<file path="src/hdl/mcbae_pkg.sv">
// Shared types, constants and helper functions for the mixed-count binary
// arithmetic encoder. No dependencies.
`default_nettype none

package mcbae_pkg;

    localparam int COUNTER_ROWS  = 16;
    localparam int NODES_PER_ROW = 256;
    localparam int ENTRY_COUNT   = COUNTER_ROWS * NODES_PER_ROW;
    localparam int ENTRY_W       = $clog2(ENTRY_COUNT);

    localparam int ROW_W   = 4;
    localparam int NODE_W  = 8;
    localparam int WGT_W   = 5;
    localparam int CNT_W   = 14;
    localparam int PROB_W  = 13;

    localparam int WEIGHT_FULL = 32;
    localparam int PROB_ONE    = 4096;
    localparam int HALVE_LIMIT = 8192;
    localparam int CNT_INIT    = 32;

    localparam logic FUNC_CODE  = 1'b0;
    localparam logic FUNC_FLUSH = 1'b1;

    // one queued transaction, already reduced to store addresses
    typedef struct packed {
        logic               func;
        logic               bin;
        logic [ENTRY_W-1:0] idx_a;
        logic [ENTRY_W-1:0] idx_b;
        logic [WGT_W-1:0]   wgt;
    } t_job;

    typedef struct packed {
        logic [CNT_W-1:0] c1;
        logic [CNT_W-1:0] c0;
    } t_pair;

    // v mod m by restoring reduction, m >= 1
    function automatic logic [7:0] wrap8(logic [7:0] v, int unsigned m);
        logic [7:0] t;
        t = v;
        for (int k = 7; k >= 0; k--) begin
            if (32'(t) >= (m << k)) begin
                t = t - 8'(m << k);
            end
        end
        return t;
    endfunction

    function automatic t_pair cnt_update(t_pair p, logic bin, logic [5:0] wt);
        logic [CNT_W:0] c0;
        logic [CNT_W:0] c1;
        t_pair          r;
        c0 = {1'b0, p.c0};
        c1 = {1'b0, p.c1};
        if (bin) begin
            c1 = c1 + (CNT_W+1)'(wt);
        end else begin
            c0 = c0 + (CNT_W+1)'(wt);
        end
        if ((16'(c0) + 16'(c1)) > 16'(HALVE_LIMIT)) begin
            c0 = (c0 + 1'b1) >> 1;
            c1 = (c1 + 1'b1) >> 1;
        end
        r.c0 = c0[CNT_W-1:0];
        r.c1 = c1[CNT_W-1:0];
        return r;
    endfunction

endpackage

`default_nettype wire

</file>
<file path="src/hdl/mcbae_front.sv">
// Input side: accepts stream transactions, wraps row/node into store
// addresses and holds them in a two-entry queue. Depends on mcbae_pkg.
`default_nettype none

module mcbae_front import mcbae_pkg::*; (
    input  wire logic        i_clk,
    input  wire logic        i_rst_n,
    input  wire logic        s_axis_tvalid,
    output logic             s_axis_tready,
    input  wire logic [23:0] s_axis_tdata,
    input  wire logic        s_axis_tuser,
    output t_job             o_job,
    output logic             o_job_valid,
    input  wire logic        i_job_pop
);

    t_job       r_q [2];
    logic       r_wp;
    logic       r_rp;
    logic [1:0] r_cnt;
    t_job       n_job;
    logic       push;
    logic [7:0] row_a;
    logic [7:0] row_b;
    logic [7:0] node;

    always_comb begin
        row_a = wrap8({4'b0, s_axis_tdata[4:1]}, COUNTER_ROWS);
        row_b = wrap8({4'b0, s_axis_tdata[8:5]}, COUNTER_ROWS);
        node  = wrap8(s_axis_tdata[16:9], NODES_PER_ROW);
        n_job.func  = s_axis_tuser;
        n_job.bin   = s_axis_tdata[0];
        n_job.idx_a = ENTRY_W'(row_a) * ENTRY_W'(NODES_PER_ROW) + ENTRY_W'(node);
        n_job.idx_b = ENTRY_W'(row_b) * ENTRY_W'(NODES_PER_ROW) + ENTRY_W'(node);
        n_job.wgt   = s_axis_tdata[21:17];
    end

    assign s_axis_tready = (r_cnt != 2'd2);
    assign push          = s_axis_tvalid && s_axis_tready;
    assign o_job_valid   = (r_cnt != 2'd0);
    assign o_job         = r_q[r_rp];

    always_ff @(posedge i_clk) begin
        if (push) begin
            r_q[r_wp] <= n_job;
        end
        if (!i_rst_n) begin
            r_wp  <= 1'b0;
            r_rp  <= 1'b0;
            r_cnt <= 2'd0;
        end else begin
            if (push) begin
                r_wp <= ~r_wp;
            end
            if (i_job_pop && o_job_valid) begin
                r_rp <= ~r_rp;
            end
            r_cnt <= r_cnt + 2'(push) - 2'(i_job_pop && o_job_valid);
        end
    end

endmodule

`default_nettype wire

</file>
<file path="config.mk">
export PLATFORM = sky130hd
export DESIGN_NAME = mcbae_front
export DESIGN_NICKNAME = d
export VERILOG_FILES = /design/src/hdl/mcbae_pkg.sv /design/src/hdl/mcbae_front.sv
export SDC_FILE = /design/constraint.sdc
export NUM_CORES = 1
export LEC_CHECK = 0
export CAP_MARGIN = 20
export CORE_UTILIZATION = 41
export DETAILED_ROUTE_END_ITERATION = 8
export DONT_BUFFER_PORTS = 1
export PLACE_DENSITY = 0.62
export SYNTH_ARGS = -nofsm -noshare
export SYNTH_HDL_FRONTEND = slang
export SYNTH_SLANG_ARGS = --single-unit
</file>
<file path="constraint.sdc">
create_clock -name i_clk -period 2.2 [get_ports i_clk]
set_input_delay 0.11 -clock i_clk [delete_from_list [all_inputs] [get_ports i_clk]]
set_output_delay 0.11 -clock i_clk [all_outputs]
set_load 0.02 [all_outputs]
</file>
==> summary.txt, run 1 <==
Routing
  – Avg Vias per Cell: 5.128
  – DRT antenna net count: 0
  – Final wirelength: 3169 microns
  – DRC: 0
  – DR WL/cell: 16.86 microns
  – Routed wl met3: 156 microns
  – Highest routing layer actually used: met4
  – Met1 WL: 1156 microns
  – Routed length on met2: 1784 microns
  – Via count: 964
  – Starting DRC count in detailed routing: 34
  – Detailed Routing Iterations Pass 1: 3

Worst setup path
  – Crit Path Class: reg2reg
  – Startpoint Class: flop
  – Worst setup EP type: flop
  – CP Max Fanout: 12
  – Crit path required time: 2.20 ns
  – Worst EP arrival: 1.56 ns

Finish
  – Area Growth Syn to Fin: 18.34%
  – Storage cell area: 0.001481 sq mm
  – FILL cells: 376
  – Final Core Density: 0.5197
  – Fin nets: 166
  – Most frequent cells in the layout: edfxtp_1, dlygate4sd3_1, mux2_2
  – Number of diodes: 0
  – Multi-input logic area: 417.9 sq um
  – Layout cells sized above 1: 0.2647
  – Most common cell after layout, fill and taps aside: edfxtp_1

Die
  – Die height: 71.46 microns
  – I/O pins: 62
  – Core area: 0.004504 sq mm
  – Die Wd: 71.46 microns
  – Site Rows: 24
  – Starting density of the core: 0.4392
  – Die area: 0.005107 sq mm

Synthesis
  – Synth top area share: 0.6983
  – Dominant synthesized flop cell: edfxtp_1
  – Post-Syn Nets: 138
  – Cell taking the most area after synthesis: edfxtp_1
  – EDFF count, synth: 46
  – Yosys reg bits: 51
  – Sequential fraction of the synthesis area: 0.7489
  – Cell area after synthesis: 0.001978 sq mm
  – Syn_area_per_cell: 18.32 sq um
  – Mapped Cells: 108
  – Synth Warn #: 0
  – Top post-synthesis cells by area: edfxtp_1, mux2_2, dfxtp_1, buf_4, a21bo_1
  – Netlist cell types: 23
  – Ys async rst share: 0

GRT
  – Largest net degree at the start of global routing: 15
  – Vias in the first global route: 1050
  – Antenna violations before repair: 0
  – First-pass GRT wire length: 5023 microns
  – Tot GR Track Use: 0.1380
  – Global route overflow: 0

STA
  – RSZ-0062 raised after global routing: false
  – Final Hold Slack: 0.002804 ns
  – Final setup margin: 0.6395 ns
  – Max Clk Rate: 640.8 MHz
  – Slew margin rel.: 0.7791
  – Least-Margin Pin Slew: 0.3313 ns
  – Part of the cycle the worst path needs: 0.7093
  – Slew Limit Fails: 0
  – Hold Violations, Final: 0
  – Clk_skew: 0.002918 ns
  – Final-report setup violation count: 0
  – Setup TNS: 0 ns
  – Fin crit period: 1.561 ns

Clock network
  – H-tree depth: 2
  – Clock Pin Slew Worst Setup and Hold Paths: 0.08 ns
  – Clock tree buffer depth: 2
  – CTS Buf Count: 5
  – Sink Count: 51
  – Worst skew pair latency: 0.30 ns
  – CTS tree: yes
  – Setup Buffers After CTS: 0
  – Root Buffer: clkbuf_8

Place
  – Dpl ws: 0.6299 ns
  – Port Buf Inserts: 0
  – Placer Congestion: 0.5613
  – HPWL Detailed: 2179 microns

Run
  – Max-Cap Viols: 0

Outcome
  – Status: finished, final reports clean

Worst hold path
  – Hold/Removal Path Class: in2reg

Power and ir drop
  – Leakage: 0.8124 nW
  – Pwr Density: 997.7 mW/mm^2
  – VDD IR max: 0.4343 mV
-- state kept, by name, summed over array words and instances, names as in the netlist, named ones only --
signal and flops:
r_rp 1, r_q 46, r_wp 1, r_cnt 2
-- cell usage after synthesis, types with 2 or more instances --
cell      count
and2_1        3
buf_4        10
mux2_2       23
nand2b_1      2
edfxtp_1     46
dfxtp_1       5
nor2_1        2
a21bo_1       2
-- report_power, final --
| part | internal [W] | switching [W] |
|---|---|---|
| Clock | 0.000212 | 0.000275 |
| Sequential | 0.00118 | 0.0000444 |
| Combinational | 0.000228 | 0.000398 |
| Total | 0.00162 | 0.000717 |
-- worst paths after layout --
| path | from | end | slack (ns) | cells past startpoint |
|---|---|---|---|---|
| max | r_cnt[0] | r_q[1][28] | 0.64 | 3 |
| min | s_axis_tvalid | r_wp | 0.003 | 2 |
| max reg2reg | r_cnt[0] | r_q[1][28] | 0.64 | 3 |
| min reg2reg | r_wp | r_wp | 0.57 | 2 |
-- metrics by stage --
stage	total power [W]	std cells	area, sq um
6_report	0.002336	188	2341
5_1_grt	0.002451	188	2341
4_1_cts	0.002365	188	2341
3_5_place_dp	0.001842	156	2013
3_3_place_gp	0.001817	156	2013
2_1_floorplan	0.001794	108	1978
-- timing repair --
action | in CTS | in global routing
hold buffers | 25 | 0
hold endpoints to repair | 51 | 0
gates resized for setup | 0 | 0
-- kinds of logic after synthesis --
family,after synthesis,share of synthesized area
adders and majority gates,1,0.006324
buffers and inverters,11,0.03985
AOI/OAI and AO/OA,7,0.02720
muxes,24,0.1360
and+or+nand+nor,13,0.03732
DFF,51,0.7489
xor gates and xnor gates,1,0.004428
-- critical path, cell delays in order, from the launching register on --
cell and delay (ns):
dfxtp_1 0.46, nand2b_1 0.35, and3_1 0.23, buf_4 0.22
-- layout make-up --
class | count | share of cell area
well taps | 52 | 0.02779
clock buffers | 5 | 0.02940
flip-flops and latches | 51 | 0.6328
inverters | 1 | 0.001603
multi-input cells | 46 | 0.1785
repair buffers | 31 | 0.1261
clock inverters | 2 | 0.003741
-- per-layer routing --
layer  GRT usage  vias up
li1            -      454
met1      0.1338      476
met2      0.2561       27
met3     0.04501        7
met4     0.07843        0
met5           0        -
Note: power is estimated with default switching activity, not from simulation.
==> inputs of run 2 (changes only) <==
Settings changed: PLACE_DENSITY 0.62 to 0.64.
Clock period 2.2 ns to 1.4 ns, I/O delays scaled along.
==> summary.txt, run 2 (synthesis results as in run 1) <==
GRT
  – Tot GR Track Use: 0.1392 (was 0.1380)
  – First-pass GRT wire length: 5209 microns (was 5023 microns)
  – Vias in the first global route: 1059 (was 1050)
  – Global route overflow: 0 (unchanged)
  – Largest net degree at the start of global routing: 24 (was 15)
  – Antenna violations before repair: 0 (unchanged)

Finish
  – Layout cells sized above 1: 0.2920 (was 0.2647)
  – Most frequent cells in the layout: edfxtp_1, dlygate4sd3_1, mux2_2 (unchanged)
  – Regs by FF count: r_q: 46 flops, r_cnt: 2 flops (unchanged)
  – Most common cell after layout, fill and taps aside: edfxtp_1 (unchanged)
  – Max FFs per register: 46 (unchanged)
  – FILL cells: 372 (was 376)
  – Fin nets: 166 (unchanged)
  – Number of diodes: 0 (unchanged)
  – Final Core Density: 0.5281 (was 0.5197)
  – Area Growth Syn to Fin: 20.24% (was 18.34%)
  – Post-layout instance area: 0.002379 sq mm (was 0.002341 sq mm)
  – Most flops, register: r_q (unchanged)

Worst setup path
  – Worst EP arrival: 1.31 ns (was 1.56 ns)
  – RR Endpoint: r_cnt[1] (was r_q[1][28])
  – CP peak stage delay: 0.47 ns (was 0.46 ns)
  – Startpoint Class: flop (unchanged)
  – Crit-path slowest cell: mux2_2 (was dfxtp_1)
  – CP Max Fanout: 12 (unchanged)
  – Reg2reg setup slack: 0.10 ns (was 0.64 ns)
  – R2R Path Start: r_cnt[1] (was r_cnt[0])
  – Worst setup EP type: output pin (was flop)
  – Crit path required time: 1.33 ns (was 2.20 ns)
  – Crit-path cells: buf_4 -> mux2_2 (was nand2b_1 -> and3_1 -> buf_4)
  – Crit Path Class: reg2out (was reg2reg)
  – Cell depth of the worst flop-to-flop path: 6 (was 3)

Outcome
  – Status: finished, final reports clean (unchanged)

Place
  – Placed Instance Area: 0.002029 sq mm (was 0.002013 sq mm)
  – Placer Congestion: 0.6193 (was 0.5613)
  – Port Buf Inserts: 0 (unchanged)
  – HPWL Detailed: 2178 microns (was 2179 microns)

Clock network
  – H-tree depth: 2 (unchanged)
  – Setup Buffers After CTS: 0 (unchanged)
  – Clock Pin Slew Worst Setup and Hold Paths: 0.08 ns (about the same)
  – CTS tree: yes (unchanged)
  – Worst skew pair latency: 0.29 ns (was 0.30 ns)
  – Sink Count: 51 (unchanged)
  – Root Buffer: clkbuf_8 (unchanged)
  – Clock tree buffer depth: 2 (unchanged)
  – CTS Buf Count: 5 (unchanged)

Routing
  – Starting DRC count in detailed routing: 41 (was 34)
  – Detailed Routing Iterations Pass 1: 4 (was 3)
  – Final wirelength: 3312 microns (was 3169 microns)
  – DRC: 0 (unchanged)
  – Avg Vias per Cell: 5.201 (was 5.128)
  – DRT antenna net count: 0 (unchanged)
  – Via count: 983 (was 964)
  – DR WL/cell: 17.52 microns (was 16.86 microns)

STA
  – RSZ-0062 raised after global routing: true (was false)
  – Fin crit period: 1.378 ns
  – Max Clk Rate: 725.8 MHz
  – Final-report setup violation count: 0 (unchanged)
  – Hold Violations, Final: 0 (unchanged)
  – Setup TNS: 0 ns (unchanged)
  – Part of the cycle the worst path needs: 0.9841
  – Least-Margin Pin Slew: 0.3404 ns (was 0.3313 ns)
  – Clk_skew: 0.004177 ns (was 0.002918 ns)
  – Slew Limit Fails: 0 (unchanged)
  – Slew margin rel.: 0.7731 (was 0.7791)

Worst hold path
  – Hold_sp: i_job_pop (was s_axis_tvalid)
  – Hold Crit Endpoint: r_cnt[1] (was r_wp)
  – Hold/Removal Path Class: in2reg (unchanged)
  – Hold depth: 2 (unchanged)

Die
  – Die height: 71.46 microns (unchanged)
  – Die Wd: 71.46 microns (unchanged)
  – Core area: 0.004504 sq mm (unchanged)
  – I/O pins: 62 (unchanged)
  – Site Rows: 24 (unchanged)
  – Die area: 0.005107 sq mm (unchanged)
  – Starting density of the core: 0.4392 (unchanged)

Power and ir drop
  – Sw Pwr: 0.001160 W (was 0.0007172 W)
  – VDD IR max: 0.8740 mV (was 0.4343 mV)
  – Sw Share: 0.3088 (was 0.3071)
  – Overall Power: 0.003756 W (was 0.002336 W)
  – Leakage: 0.8151 nW (was 0.8124 nW)
  – Pwr Density: 1579 mW/mm^2 (was 997.7 mW/mm^2)
  – Flop pwr share: 0.510 (was 0.524)
  – P_int: 0.002596 W (was 0.001618 W)
  – Clock power share: 0.207 (was 0.208)
  – Logic gate share of total power: 0.283 (was 0.268)

Run
  – Max-Cap Viols: 0 (unchanged)
run 2: cell types whose count changed in the layout (fill, tap and decap cells not counted), sizes merged:
| cell | delta |
|---|---|
| clkinvlp | +2 |
| inv | -1 |
run 2: worst max-delay path by stage:
| stage | slack (ns) | from | end |
|---|---|---|---|
| floorplan | 0.003 | r_cnt[1] | r_q[0][0] |
| global placement | 0.1 | r_cnt[1] | r_cnt[0] |
| detailed placement | -0.01 | r_cnt[1] | r_cnt[1] |
| CTS | 0.005 | flop | o_job[17] |
| global route | -0.03 | flop | o_job[5] |
| finish | 0.02 | flop | o_job[5] |
run 2: through the flow:
stage | hold slack (ns) | std cells | worst slack, ns
4_1_cts | 0.01732 | 189 | 0.005367
2_1_floorplan | 0.1689 | 108 | 0.002889
3_5_place_dp | 0.1690 | 156 | -0.009808
3_3_place_gp | 0.1690 | 156 | 0.09795
5_1_grt | 0.01868 | 189 | -0.02904
6_report | 0.02885 | 189 | 0.02228
run 2: critical path: cells and delay by family (launching register included):
family                 cells  cell delay (ns)
buffers and inverters      1             0.21
flip-flops                 1             0.33
multiplexers               1             0.47
run 2: cell type report:
class	count	area (sq um)	area share
flip-flops and latches	51	1485	0.6244
well taps	52	65.06	0.02735
inverters	1	7.507	0.003156
multi-input cells	46	441.7	0.1857
clock buffers	5	68.82	0.02893
clock inverters	3	15.01	0.006312
repair buffers	31	295.3	0.1241
run 2: power groups by stage:
stage / Combinational (W) / Clock [W] / Sequential [W]
final: 0.00106 / 0.000776 / 0.00192
after floorplan: 0.000891 / 0 / 0.00195
after CTS: 0.00106 / 0.000798 / 0.00192
after detailed placement: 0.000989 / 0 / 0.00195
after global placement: 0.000964 / 0 / 0.00193
after global routing: 0.00113 / 0.000876 / 0.00194
run 2: per-layer routing:
| layer | vias to the layer above | GRT usage | part of all wire |
|---|---|---|---|
| met1 | 494 | 0.1404 | 0.37 |
| met4 | 0 | 0.03922 | 0.0054 |
| met3 | 2 | 0.04782 | 0.052 |
| met2 | 31 | 0.2698 | 0.58 |
| li1 | 456 | - | - |
| met5 | - | 0 | 0 |
run 2: timing repair:
| action | CTS | global route |
|---|---|---|
| setup endpoints to repair | 1 | 17 |
| endpoints found under the hold margin | 51 | 0 |
| pin swaps | 0 | 0 |
| hold buffers | 25 | 0 |
| resized for setup | 1 | 4 |
==> inputs of run 3 (changes only) <==
Settings changed: GPL_TIMING_DRIVEN from default to 0.
==> summary.txt, run 3 (synthesis results as in run 1) <==
Die
  – Site Rows: 24 (unchanged)
  – Core area: 0.004504 sq mm (unchanged)
  – Die height: 71.46 microns (unchanged)
  – Starting density of the core: 0.4392 (unchanged)
  – Die area: 0.005107 sq mm (unchanged)
  – Die Wd: 71.46 microns (unchanged)
  – I/O pins: 62 (unchanged)

STA
  – Least-Margin Pin Slew: 0.3327 ns (was 0.3404 ns)
  – Fin crit period: 1.404 ns (was 1.378 ns)
  – Clk_skew: 0.005576 ns (was 0.004177 ns)
  – RSZ-0062 raised after global routing: true (unchanged)
  – Slew margin rel.: 0.7782 (was 0.7731)
  – Final setup margin: -0.004103 ns (was 0.02228 ns)
  – Final Hold Slack: 0.03249 ns (was 0.02885 ns)
  – Max Clk Rate: 712.2 MHz (was 725.8 MHz)
  – Final-report setup violation count: 2 (was 0)
  – Slew Limit Fails: 0 (unchanged)
  – Part of the cycle the worst path needs: 1.003 (was 0.9841)
  – Hold Violations, Final: 0 (unchanged)

Place
  – Placer Congestion: 0.5924 (was 0.6193)
  – Dpl cells: 160 (was 156)
  – Port Buf Inserts: 0 (unchanged)
  – HPWL Detailed: 2044 microns (was 2178 microns)
  – Dpl ws: -0.3087 ns (was -0.009808 ns)

Finish
  – Area Growth Syn to Fin: 32.51% (was 20.24%)
  – Final Core Density: 0.5819 (was 0.5281)
  – Non-Filler Instances: 200 (was 189)
  – Fin nets: 178 (was 166)
  – Most flops, register: r_q (unchanged)
  – Regs by FF count: r_q: 46 flops, r_cnt: 2 flops (unchanged)
  – Most frequent cells in the layout: edfxtp_1, dlygate4sd3_1, mux2_4 (was edfxtp_1, dlygate4sd3_1, mux2_2)
  – Most common cell after layout, fill and taps aside: edfxtp_1 (unchanged)
  – Max FFs per register: 46 (unchanged)
  – Number of diodes: 0 (unchanged)
  – Layout cells sized above 1: 0.3716 (was 0.2920)

Clock network
  – CTS Buf Count: 5 (unchanged)
  – Sink Count: 51 (unchanged)
  – Worst skew pair latency: 0.29 ns (about the same)
  – Root Buffer: clkbuf_8 (unchanged)
  – Clock Pin Slew Worst Setup and Hold Paths: 0.08 ns (about the same)
  – Clock tree buffer depth: 2 (unchanged)
  – CTS tree: yes (unchanged)
  – H-tree depth: 2 (unchanged)

Routing
  – Via count: 1027 (was 983)
  – Avg Vias per Cell: 5.135 (was 5.201)
  – Final wirelength: 3481 microns (was 3312 microns)
  – Detailed Routing Iterations Pass 1: 3 (was 4)
  – Starting DRC count in detailed routing: 55 (was 41)
  – DR WL/cell: 17.41 microns (was 17.52 microns)
  – DRC: 0 (unchanged)
  – DRT antenna net count: 0 (unchanged)

GRT
  – Met1 global-route usage: 0.1597 (was 0.1404)
  – Largest net degree at the start of global routing: 24 (unchanged)
  – Antenna violations before repair: 0 (unchanged)
  – First-pass GRT wire length: 5354 microns (was 5209 microns)
  – M2 GR Usage: 0.2635 (was 0.2698)
  – Grt met3 use: 0.04501 (was 0.04782)
  – Tot GR Track Use: 0.1439 (was 0.1392)
  – Vias in the first global route: 1100 (was 1059)
  – Global route hottest layer: met2 (unchanged)
  – Global route overflow: 0 (unchanged)

Outcome
  – Failing checks: setup timing
  – Status: finished, violations left (was finished, final reports clean)

Worst setup path
  – Worst setup EP type: output pin (unchanged)
  – Reg2reg setup slack: 0.04 ns (was 0.10 ns)
  – Startpoint Class: flop (unchanged)
  – Crit Path Class: reg2out (unchanged)
  – CP Max Fanout: 10 (was 12)
  – Crit path required time: 1.33 ns (about the same)
  – Crit-path slowest cell: dfxtp_4 (was mux2_2)
  – CP peak stage delay: 0.40 ns (was 0.47 ns)
  – Worst EP arrival: 1.33 ns (was 1.31 ns)
  – Crit-path cells: buf_12 -> mux2_4 -> buf_6 (was buf_4 -> mux2_2)

Worst hold path
  – Hold/Removal Path Class: in2reg (unchanged)

Power and ir drop
  – Leakage: 0.9451 nW (was 0.8151 nW)
  – Pwr Density: 1630 mW/mm^2 (was 1579 mW/mm^2)
  – Overall Power: 0.004274 W (was 0.003756 W)
  – VDD IR max: 0.8714 mV (was 0.8740 mV)

Run
  – Max-Cap Viols: 0 (unchanged)
run 3: changes by cell type in the layout (fill, tap and decap cells not counted), sizes merged:
| cell | delta |
|---|---|
| clkbuf | +1 |
| clkinv | -2 |
| buf | +11 |
| bufinv | +1 |
run 3: what timing repair did:
action | in CTS | in global routing
hold buffers | 25 | 0
endpoints found under the setup margin | 74 | 30
endpoints found under the hold margin | 51 | 0
setup buffers | 7 | 0
pin swaps | 1 | 0
resized for setup | 28 | 5
gates cloned | 1 | 0
run 3: report_power, final:
part	leakage, nW	switching (W)	total (W)	internal, W
registers	0.474	0.0000833	0.00195	0.00187
logic	0.420	0.000717	0.00138	0.000662
clock network	0.0513	0.000420	0.000943	0.000523
total	0.945	0.00122	0.00427	0.00305
run 3: metrics by stage:
stage                     area, sq um  setup TNS (ns)
after CTS                        2603        -0.08656
after global routing             2621         -0.2668
final                            2621       -0.004477
after floorplan                  1994               0
after global placement           2059          -5.358
after detailed placement         2059          -7.814
run 3: final cells by class:
class | instances | area, sq um
clock buffer | 6 | 72.57
inverter | 1 | 7.507
timing repair inverter | 1 | 7.507
fill | 364 | 1883
timing repair buffer | 32 | 340.3
sequential | 51 | 1493
tap | 52 | 65.06
clock inverter | 1 | 30.03
buffer | 10 | 117.6
multi-input combinational | 46 | 488.0
run 3: final timing paths:
path,start,endpoint,cells past startpoint
setup reg to reg,r_cnt[0],r_q[0][14],4
setup / recovery,flop,o_job[19],3
hold / removal,i_job_pop,r_cnt[1],2
hold reg to reg,r_wp,r_wp,2
run 3: worst max-delay path: cells and delay by family, from the launching register on:
family | cells | cell delay, ns
mux | 1 | 0.35
buf+inv | 2 | 0.30
flops | 1 | 0.40
run 3: metal layers:
layer	up-vias	part of all wire
li1	477	-
met3	4	0.045
met4	0	0.010
met5	-	0
met1	515	0.40
met2	31	0.54
